[src/rtl/stdr_pkg.sv]
// Shared types and constants of the scanline triangle depth rasterizer.
// Used by the controller, the divider, the datapath and the top level; no dependencies.
`timescale 1ns / 1ps
package stdr_pkg;

  localparam int XW = 12;   // screen coordinate width
  localparam int ZW = 24;   // depth width, Q8.16
  localparam int AW = 25;   // multiplicand width (depth difference)
  localparam int BW = 13;   // multiplier width (row or column offset)
  localparam int PW = 38;   // signed product width
  localparam int NW = 37;   // product magnitude width
  localparam int DW = 12;   // divisor width
  localparam int QW = 27;   // rounded quotient width
  localparam int SW = 28;   // base plus quotient width

  localparam logic CMD_LOAD = 1'b0;
  localparam logic CMD_STEP = 1'b1;

  typedef struct packed {
    logic                 command;
    logic signed [11:0]   x0;
    logic signed [11:0]   y0;
    logic signed [23:0]   z0;
    logic signed [11:0]   x1;
    logic signed [11:0]   y1;
    logic signed [23:0]   z1;
    logic signed [11:0]   x2;
    logic signed [11:0]   y2;
    logic signed [23:0]   z2;
  } item_t;

  typedef struct packed {
    logic signed [11:0]   pixel_x;
    logic signed [11:0]   pixel_y;
    logic signed [23:0]   depth;
    logic                 depth_pass;
    logic                 off_frame;
    logic                 last_pixel;
  } result_t;

  // interpolation job run through the shared multiply and divide
  typedef enum logic [2:0] {
    OP_XA  = 3'd0,
    OP_ZA  = 3'd1,
    OP_XB  = 3'd2,
    OP_ZB  = 3'd3,
    OP_PIX = 3'd4
  } op_t;

  typedef struct packed {
    logic clear_en;
    logic load;
    logic mul_en;
    logic div_start;
    logic capture;
    logic span_set;
    logic pix_zero;
    logic addr_en;
    logic rd_en;
    logic wr_en;
    op_t  op;
  } ctl_t;

  typedef struct packed {
    logic clear_last;
    logic flat;
    logic single;
    logic at_right;
    logic row_last;
    logic div_done;
  } sts_t;

endpackage

[src/rtl/stdr_ctrl.sv]
// Controller: sequences clearing, triangle setup and per-pixel steps.
// Depends on stdr_pkg.
`timescale 1ns / 1ps
module stdr_ctrl (
  input  logic             clk,
  input  logic             rst,
  input  logic             start,
  input  logic             command,
  input  stdr_pkg::sts_t   sts,
  output stdr_pkg::ctl_t   ctl,
  output logic             busy
);

  typedef enum logic [9:0] {
    S_CLEAR   = 10'b0000000001,
    S_IDLE    = 10'b0000000010,
    S_LOADCHK = 10'b0000000100,
    S_MUL     = 10'b0000001000,
    S_DIVGO   = 10'b0000010000,
    S_DIVWAIT = 10'b0000100000,
    S_SPAN    = 10'b0001000000,
    S_ADR     = 10'b0010000000,
    S_RD      = 10'b0100000000,
    S_WR      = 10'b1000000000
  } state_t;

  state_t          state, state_next;
  stdr_pkg::op_t   op, op_next;
  logic            walk, walk_next;

  always_ff @(posedge clk) begin
    if (rst) begin
      state <= S_CLEAR;
      op    <= stdr_pkg::OP_XA;
      walk  <= 1'b0;
    end else begin
      state <= state_next;
      op    <= op_next;
      walk  <= walk_next;
    end
  end

  // next state and datapath commands
  always_comb begin
    state_next = state;
    op_next    = op;
    walk_next  = walk;
    ctl        = '0;
    ctl.op     = op;
    unique case (state)
      S_CLEAR: begin
        ctl.clear_en = 1'b1;
        if (sts.clear_last) begin
          state_next = S_IDLE;
        end
      end
      S_IDLE: begin
        if (start) begin
          if (command == stdr_pkg::CMD_LOAD) begin
            ctl.load   = 1'b1;
            state_next = S_LOADCHK;
          end else if (walk) begin
            if (sts.single) begin
              ctl.pix_zero = 1'b1;
              state_next   = S_ADR;
            end else begin
              op_next    = stdr_pkg::OP_PIX;
              state_next = S_MUL;
            end
          end
        end
      end
      S_LOADCHK: begin
        walk_next = !sts.flat;
        if (sts.flat) begin
          state_next = S_IDLE;
        end else begin
          op_next    = stdr_pkg::OP_XA;
          state_next = S_MUL;
        end
      end
      S_MUL: begin
        ctl.mul_en = 1'b1;
        state_next = S_DIVGO;
      end
      S_DIVGO: begin
        ctl.div_start = 1'b1;
        state_next    = S_DIVWAIT;
      end
      S_DIVWAIT: begin
        if (sts.div_done) begin
          ctl.capture = 1'b1;
          unique case (op)
            stdr_pkg::OP_XA:  begin op_next = stdr_pkg::OP_ZA; state_next = S_MUL; end
            stdr_pkg::OP_ZA:  begin op_next = stdr_pkg::OP_XB; state_next = S_MUL; end
            stdr_pkg::OP_XB:  begin op_next = stdr_pkg::OP_ZB; state_next = S_MUL; end
            stdr_pkg::OP_ZB:  state_next = S_SPAN;
            stdr_pkg::OP_PIX: state_next = S_ADR;
            default:          state_next = S_IDLE;
          endcase
        end
      end
      S_SPAN: begin
        ctl.span_set = 1'b1;
        state_next   = S_IDLE;
      end
      S_ADR: begin
        ctl.addr_en = 1'b1;
        state_next  = S_RD;
      end
      S_RD: begin
        ctl.rd_en  = 1'b1;
        state_next = S_WR;
      end
      S_WR: begin
        ctl.wr_en = 1'b1;
        if (sts.at_right && sts.row_last) begin
          walk_next  = 1'b0;
          state_next = S_IDLE;
        end else if (sts.at_right) begin
          op_next    = stdr_pkg::OP_XA;
          state_next = S_MUL;
        end else begin
          state_next = S_IDLE;
        end
      end
      default: begin
        state_next = S_IDLE;
      end
    endcase
  end

  assign busy = state != S_IDLE;

`ifndef SYNTHESIS
  a_idle_step: assert property (@(posedge clk) disable iff (rst)
    (state == S_IDLE && start && command == stdr_pkg::CMD_STEP && !walk) |=> state == S_IDLE)
    else $error("step while idle left the idle state");
  a_div_seq: assert property (@(posedge clk) disable iff (rst)
    ctl.div_start |=> state == S_DIVWAIT)
    else $error("divider start not followed by wait");
  a_wr_walk: assert property (@(posedge clk) disable iff (rst)
    state == S_WR |-> walk)
    else $error("pixel written outside a walk");
  a_span_idle: assert property (@(posedge clk) disable iff (rst)
    state == S_SPAN |=> state == S_IDLE)
    else $error("span setup did not return to idle");
`endif

endmodule

[config.mk]
export PLATFORM = sky130hd
export DESIGN_NAME = stdr_ctrl
export DESIGN_NICKNAME = d
export VERILOG_FILES = /design/src/rtl/stdr_pkg.sv /design/src/rtl/stdr_ctrl.sv
export SDC_FILE = /design/constraint.sdc
export NUM_CORES = 1
export LEC_CHECK = 0
export BUFFER_PORTS_ARGS = -buffer_cell sky130_fd_sc_hd__buf_4
export CELL_PAD_IN_SITES_DETAIL_PLACEMENT = 0
export CELL_PAD_IN_SITES_GLOBAL_PLACEMENT = 1
export CORE_MARGIN = 2
export CORE_UTILIZATION = 40
export DETAILED_ROUTE_END_ITERATION = 8
export PLACE_DENSITY = 0.83
export RECOVER_POWER = 100
export REMOVE_ABC_BUFFERS = 1
export SETUP_SLACK_MARGIN = 0.1
export SLEW_MARGIN = 30
export SYNTH_ARGS = -nofsm -noshare
export SYNTH_HDL_FRONTEND = slang
export SYNTH_SLANG_ARGS = --single-unit
[constraint.sdc]
create_clock -name clk -period 3 [get_ports clk]
set_input_delay 0.3 -clock clk [delete_from_list [all_inputs] [get_ports clk]]
set_output_delay 0.3 -clock clk [all_outputs]
set_load 0.1 [all_outputs]
==> impl_metrics.yaml, run 1 <==
worst_setup_path:
  endpoint: "ctl[6]"
  critical_path_buf_inv_count: 1
  cp.required_ns: 2.70
  crit_family: "simple AND/OR/NAND/NOR gates"
  cp_num_cells: 5
  critPathLaunch: "state[4]"
  end_kind: "output pin"
  slowest_stage: "nor4_1"
  crit_arrival_ns: 2.29
  r2r_start: "state[9]"
  regToRegSetupSlack_ns: 0.67
  criticalPathCategory: "flop to output pin"
  worst-r2r-cell-count: 5
  cp_max_fo: 7
  crit_chain: "nor4_1, nand3_1, nor2_1, and3_1, buf_4"
  critPathLaunchType: "flop"
  critPathMaxStageDelay_ns: 0.55
  r2r-end: "state[7]"
die:
  initial_core_util: 0.420
  io_pins: 24
  die_h_um: 52.0
  die_x_um: 52.0
  coreArea_sq_um: 2190
  die_area_sq_um: 2700
  rows: 17
cts:
  htreeDepth: 1
  hold_buffers: 0
  cts_setup_buffers: 0
  cts_buffers: 3
  clkTransAtPathRegs_ns: 0.10
  clock_sinks: 14
  clock_path_buffers: 2
  insertion_delay_ns: 0.28
  cts_tree: "built"
  clockRootBuffer: "clkbuf_4"
  post_cts_resized: 0
detailed_routing:
  drt_wl_total_um: 2500
  detailedRoute.firstPassIterationCount: 4
  drc: 0
  drt-initial-drc-count: 32
  vias_per_cell: 5.96
  ant_nets: 0
  wl_per_cell_um: 15.2
  vias: 983
global_routing:
  grt_overflow: 0
  grt_pass1_vias: 908
  grt_pass1_wl_um: 4090
  grt_use_total: 0.205
  antenna_found_initial: 0
  grt_max_degree: 12
worst_hold_path:
  hold_depth: 2
  hp-class: "primary input to flop"
synthesis:
  synth_edf_count: 0
  yosys.area.top_type: "dfxtp_1"
  synth_top_area_frac: 0.304
  synth-main-ff-cell: "dfxtp_1"
  ys_ff_latch: 14
  avgSynthCellArea_sq_um: 8.22
  yosys_warnings: 0
  ys_seq_area_frac: 0.304
  syn-cell-area_sq_um: 921
  async_flop_share: 0
  synth_cell_types: 41
  synth_area_leaders: "dfxtp_1 30%, or4_4 4.9%, nor3_1 4.3%"
  syn-instance-count: 112
power_and_ir_drop:
  leakage_nw: 0.464
  power_density_nw_per_um2: 390
  p_total_mw: 0.427
  irDropWorstVdd_mv: 0.246
timing:
  fin_crit_sh: 0.864
  slew_headroom: 0.226
  tightest_slew_ns: 1.17
  clock_skew_ns: 0.00228
  final_hold_viol_count: 0
  rsz0062_at_grt: "false"
  drv_slew: 0
  finalWorstSetupSlack_ns: 0.408
  setup_viol: 0
  period_minus_slack_ns: 2.59
  timing.fmax_ghz: 0.386
place:
  place.gp.congestion: 0.829
  dpl.hpwl_um: 1960
  place_ws_ns: 0.764
  place.port_buffers: 23
  placed_area_sq_um: 1110
cells_and_area:
  area_growth_pct: 18.8
  final_area_sq_um: 1090
  fillers: 233
  final_nets: 148
  diodes: 0
  drive_gt1_frac: 0.212
run:
  max_cap_viol_count: 0
run_status:
  status: "finished, final reports clean"
[metrics by stage]
stage / cells / hold slack (ns) / util / TNS, ns
3_3_place_gp: 161 / 0.505 / 0.507 / 0
2_1_floorplan: 109 / 0.369 / - / -2.36
5_1_grt: 165 / 0.203 / 0.499 / 0
3_5_place_dp: 161 / 0.506 / 0.507 / 0
6_report: 165 / 0.208 / 0.499 / 0
4_1_cts: 165 / 0.203 / 0.523 / 0
[worst min path at each step]
stage | from | end
final | command | state[2]
after global routing | command | state[2]
after CTS | command | state[2]
after detailed placement | command | state[2]
after global placement | command | state[2]
after floorplan | rst | op[0]
[cell usage after synthesis (all sizes together), types with 2 or more instances]
| library cell | count |
|---|---|
| a21oi | 5 |
| a31oi | 3 |
| and2 | 2 |
| and3 | 6 |
| buf | 2 |
| dfxtp | 14 |
| inv | 4 |
| nand2 | 10 |
| nand2b | 3 |
| nand3 | 5 |
| nor2 | 6 |
| nor2b | 3 |
| nor3 | 9 |
| nor3b | 2 |
| nor4 | 6 |
| o211ai | 3 |
| o21ai | 2 |
| or2b | 2 |
| or4 | 5 |
| xor2 | 3 |
[sequential cells by signal, summed over array words and instances, names as in the netlist]
name / cells
op: 3
state: 10
walk: 1
[metal layers]
| layer | wire length (um) | GRT usage | vias up |
|---|---|---|---|
| met3 | 131 | 0.0259 | 4 |
| met1 | 1090 | 0.262 | 460 |
| met2 | 1250 | 0.344 | 35 |
| li1 | - | - | 484 |
| met4 | 25 | 0.0877 | 0 |
| met5 | 0 | 0 | - |
[area by class of cell]
cell class,count,area (sq um),area share
multi-input cells,91,582,0.532
flip-flops and latches,14,280,0.256
repair buffers,24,145,0.133
clock buffers,4,36.3,0.0332
well taps,28,35.0,0.0320
inverters,4,15.0,0.0137
[report_power, final]
group	switching, mW	internal, mW	total (mW)	leakage [nW]
Clock	0.0680	0.0738	0.142	0.0210
Sequential	0.00562	0.189	0.195	0.114
Combinational	0.0618	0.0280	0.0898	0.329
[placed cells by master, fill, tap and decap left out, types with 3 or more instances in the layout]
cell,instances
dfxtp_1,14
a31oi_1,3
nand2_1,10
or4_1,3
xor2_1,3
and3_1,6
nor2b_1,3
buf_4,12
nor3_1,8
clkbuf_4,3
nand3_1,5
clkbuf_1,4
nand2b_1,3
nor4_1,5
a21oi_1,5
nor2_1,6
o211ai_1,3
inv_1,4
clkbuf_2,8
[logic make-up (layout without fill, tap and decap cells)]
group	count (synthesis)	after routing	synth area share
simple gates	68	68	0.473
compound gates	20	20	0.149
flops	14	14	0.304
buf+inv	7	32	0.0448
xor+xnor	3	3	0.0285
No activity file was read; power rests on OpenSTA's default activity.
==> run 2, diff against run 1 <==
CAP_MARGIN = 20   (was unset)
clock period = 3.15 ns   (was 3 ns; I/O delays follow)
==> run 2 against run 1 <==
First-iteration DRC count shrank 19%. Critical path depth shrank 1. Combinational power shrank 5.0%. Sequential share of layout area grew 0.059 points. Final cell count is the same.
==> impl_metrics.yaml, run 2 (same netlist as run 1, synthesis figures left out) <==
run_status:
  status: "finished, final reports clean"
cts:
  clockRootBuffer: "clkbuf_4"
  hold_buffers: 0
  insertion_delay_ns: 0.28
  post_cts_resized: 0
  clock_sinks: 14
  cts_buffers: 3
  cts_setup_buffers: 0
  clkTransAtPathRegs_ns: 0.09
  cts_tree: "built"
  htreeDepth: 1
  clock_path_buffers: 2
worst_setup_path:
  criticalPathCategory: "flop to output pin"
  cp.required_ns: 2.83
  crit_arrival_ns: 2.50
  critPathLaunchType: "flop"
  end_kind: "output pin"
  cp_max_fo: 10
timing:
  drv_slew: 0
  rsz0062_at_grt: "false"
  tightest_slew_ns: 1.17
  setup_viol: 0
  timing.fmax_ghz: 0.356
  period_minus_slack_ns: 2.81
  final_hold_viol_count: 0
  fin_hold_ws_ns: 0.218
  fin_crit_sh: 0.893
  slew_headroom: 0.225
  clock_skew_ns: 0.00259
power_and_ir_drop:
  leakage_nw: 0.454
  seqPwrFrac: 0.460
  pwr-share-clk: 0.328
  switching_share: 0.311
  power_density_nw_per_um2: 369
  p_total_mw: 0.402
  internal_power_mw: 0.277
  combPwrFrac: 0.212
  p_switching_mw: 0.125
  irDropWorstVdd_mv: 0.232
cells_and_area:
  final_nets: 148
  diodes: 0
  drive_gt1_frac: 0.204
  top_register: "state"
  largest_registers: "state (10), op (3), walk (1)"
  layout.cells.most_common: "dfxtp_1"
  mostFrequentLayoutCells: "14 x dfxtp_1, 10 x nand2_1, 10 x buf_4"
  area_growth_pct: 18.5
  seq_area_sq_um: 280
  largest_register_ffs: 10
  multi_input_area_sq_um: 587
  final_cells: 165
  fillers: 235
die:
  io_pins: 24
  rows: 17
  die_h_um: 52.0
  coreArea_sq_um: 2190
  die_x_um: 52.0
  die_area_sq_um: 2700
  initial_core_util: 0.420
global_routing:
  grt_pass1_wl_um: 3950
  grt_use_total: 0.200
  antenna_found_initial: 0
  grt_overflow: 0
  grt_pass1_vias: 854
  grt_max_degree: 12
worst_hold_path:
  hp-class: "primary input to flop"
detailed_routing:
  drt_wl_total_um: 2460
  vias: 975
  wl_per_cell_um: 14.9
  ant_nets: 0
  drt-initial-drc-count: 26
  drc: 0
  detailedRoute.firstPassIterationCount: 4
  vias_per_cell: 5.91
place:
  placed_cells: 161
  dpl.hpwl_um: 1920
  place.gp.congestion: 0.836
  place.port_buffers: 23
run:
  max_cap_viol_count: 0
run 2: cell count changes in the layout (fill, tap and decap cells not counted):
cell / change
clkbuf_1: +2
buf_4: -2
and3_1: -1
and3_4: +1
run 2: worst max-delay path, stage by stage, from the launching register on:
cell      delay (ns)
dfxtp_1         0.42
or4_1           0.62
nor3_1          0.53
and2_1          0.20
clkbuf_2        0.45
run 2: per-stage QoR:
step           setup slack [ns]  utilization  setup TNS, ns  area, sq um
4_1_cts                   0.570        0.523              0         1150
3_5_place_dp              0.893        0.507              0         1110
6_report                  0.339        0.498              0         1090
2_1_floorplan             -1.39            -          -1.96          895
5_1_grt                   0.224        0.498              0         1090
3_3_place_gp              0.884        0.507              0         1110
run 2: power by group through the flow:
stage | combinational [mW] | clock, mW | sequential [mW]
after detailed placement | 0.0892 | 0 | 0.189
after global placement | 0.0892 | 0 | 0.189
final | 0.0853 | 0.132 | 0.185
after global routing | 0.0914 | 0.146 | 0.186
after CTS | 0.0895 | 0.136 | 0.185
after floorplan | 0.0591 | 0 | 0.191
run 2: per-layer routing:
layer	track usage	vias to the layer above	wire length [um]
met5	0	-	0
met4	0.0921	0	41
met3	0.0259	4	102
met2	0.310	27	1180
met1	0.274	460	1130
li1	-	484	-
run 2: cell type report:
| cell class | instances | area share |
|---|---|---|
| multi-input cells | 91 | 0.538 |
| flip-flops and latches | 14 | 0.257 |
| clock buffers | 4 | 0.0333 |
| repair buffers | 24 | 0.126 |
| well taps | 28 | 0.0321 |
| inverters | 4 | 0.0138 |
run 2: worst paths after layout:
path	from	end	slack, ns	cells after the start
setup / recovery	state[9]	ctl[8]	0.34	4
hold / removal	command	state[2]	0.22	2
hold reg to reg	op[1]	state[6]	0.52	2
setup reg to reg	state[9]	state[7]	0.80	5
==> run 3, diff against run 2 <==
CELL_PAD_IN_SITES_DETAIL_PLACEMENT = unset   (was 0)
CELL_PAD_IN_SITES_GLOBAL_PLACEMENT = unset   (was 1)
CORE_UTILIZATION = 55   (was 40)
PLACE_DENSITY = 0.84   (was 0.83)
==> run 3 against run 2 <==
Cell area down 1.5%. Critical path depth is the same. Worst hold slack lost 0.0074 ns. Critical endpoint unchanged. Largest cell class unchanged. Highest routed layer unchanged.
==> impl_metrics.yaml, run 3 (same netlist as run 1, synthesis figures left out) <==
run_status:
  status: "finished, final reports clean"
die:
  io_pins: 24
  die_x_um: 44.9
  initial_core_util: 0.597
  die_h_um: 44.9
  rows: 14
  die_area_sq_um: 2020
  coreArea_sq_um: 1540
power_and_ir_drop:
  internal_power_mw: 0.277
  irDropWorstVdd_mv: 0.325
  leakage_nw: 0.451
  combPwrFrac: 0.209
  p_switching_mw: 0.132
  pwr-share-clk: 0.338
  power_density_nw_per_um2: 381
  switching_share: 0.322
  seqPwrFrac: 0.453
timing:
  final_hold_viol_count: 0
  clock_skew_ns: 0.00590
  tightest_slew_ns: 1.16
  slew_headroom: 0.228
  finalWorstSetupSlack_ns: 0.342
  period_minus_slack_ns: 2.81
  setup_viol: 0
  rsz0062_at_grt: "false"
  fin_crit_sh: 0.891
  fin_setup_tns_ns: 0
  drv_slew: 0
  timing.fmax_ghz: 0.356
cells_and_area:
  largest_register_ffs: 10
  layout.cells.most_common: "dfxtp_1"
  final_area_sq_um: 1070
  area_growth_pct: 16.7
  utilization: 0.697
  final_cells: 153
  final_nets: 148
  mostFrequentLayoutCells: "14 x dfxtp_1, 10 x nand2_1, 10 x buf_4"
  drive_gt1_frac: 0.197
  top_register: "state"
  largest_registers: "state (10), op (3), walk (1)"
  diodes: 0
detailed_routing:
  ant_nets: 0
  drc: 0
  wl_per_cell_um: 16.2
  vias: 1017
  detailedRoute.firstPassIterationCount: 4
  vias_per_cell: 6.65
  drt_wl_total_um: 2470
  drt-initial-drc-count: 43
global_routing:
  grt_pass1_vias: 957
  grt_pass1_wl_um: 4100
  grt_use_total: 0.288
  antenna_found_initial: 0
  grt_max_degree: 12
  grt_overflow: 0
cts:
  clock_sinks: 14
  cts_buffers: 3
  htreeDepth: 1
  clock_path_buffers: 2
  clkTransAtPathRegs_ns: 0.09
  post_cts_resized: 0
  cts_tree: "built"
  hold_buffers: 0
  clockRootBuffer: "clkbuf_4"
  insertion_delay_ns: 0.30
  cts_setup_buffers: 0
worst_hold_path:
  hp-class: "primary input to flop"
place:
  place_ws_ns: 0.940
  place.port_buffers: 23
  place.gp.congestion: 0.990
  placed_cells: 149
  dpl.hpwl_um: 1950
  placed_area_sq_um: 1090
run:
  max_cap_viol_count: 0
worst_setup_path:
  end_kind: "output pin"
  critPathMaxStageDelay_ns: 0.62
  cp.required_ns: 2.83
  slowest_stage: "or4_1"
  cp_max_fo: 10
  crit_chain: "or4_1, nor3_1, and2_1, clkbuf_2"
  crit_arrival_ns: 2.49
  critPathLaunchType: "flop"
  criticalPathCategory: "flop to output pin"
## run 3: layout make-up
type	count	area, sq um
inverters	4	15.0
well taps	16	20.0
repair buffers	24	136
fillers	143	467
clock buffers	4	36.3
multi-input cells	91	587
flip-flops and latches	14	280
## run 3: critical path: cells and delay by family (launching register included)
family        cells  cell delay (ns)
flops             1             0.42
buf+inv           1             0.45
simple gates      3             1.33
## run 3: final timing paths
| check | from | end | slack, ns | depth (start not counted) |
|---|---|---|---|---|
| min | command | state[2] | 0.21 | 2 |
| max reg2reg | state[9] | state[3] | 0.81 | 5 |
| min reg2reg | op[1] | state[6] | 0.53 | 2 |
| max | state[9] | ctl[8] | 0.34 | 4 |
## run 3: per-stage QoR
step | power [mW] | hold WS (ns)
2_1_floorplan | 0.250 | 0.384
3_3_place_gp | 0.276 | 0.518
3_5_place_dp | 0.278 | 0.521
4_1_cts | 0.413 | 0.209
5_1_grt | 0.428 | 0.197
6_report | 0.409 | 0.211
## run 3: layer usage
metal	GRT usage	wire, um	vias up
li1	-	-	482
met1	0.338	980	479
met2	0.451	1180	47
met3	0.0960	246	9
met4	0.176	68	0
met5	0	0	-
## run 3: power groups by stage
stage / combinational, mW / clock, mW / sequential, mW
detailed placement: 0.0891 / 0 / 0.189
floorplan: 0.0591 / 0 / 0.191
global route: 0.0918 / 0.150 / 0.186
finish: 0.0857 / 0.138 / 0.185
CTS: 0.0893 / 0.139 / 0.185
global placement: 0.0877 / 0 / 0.189
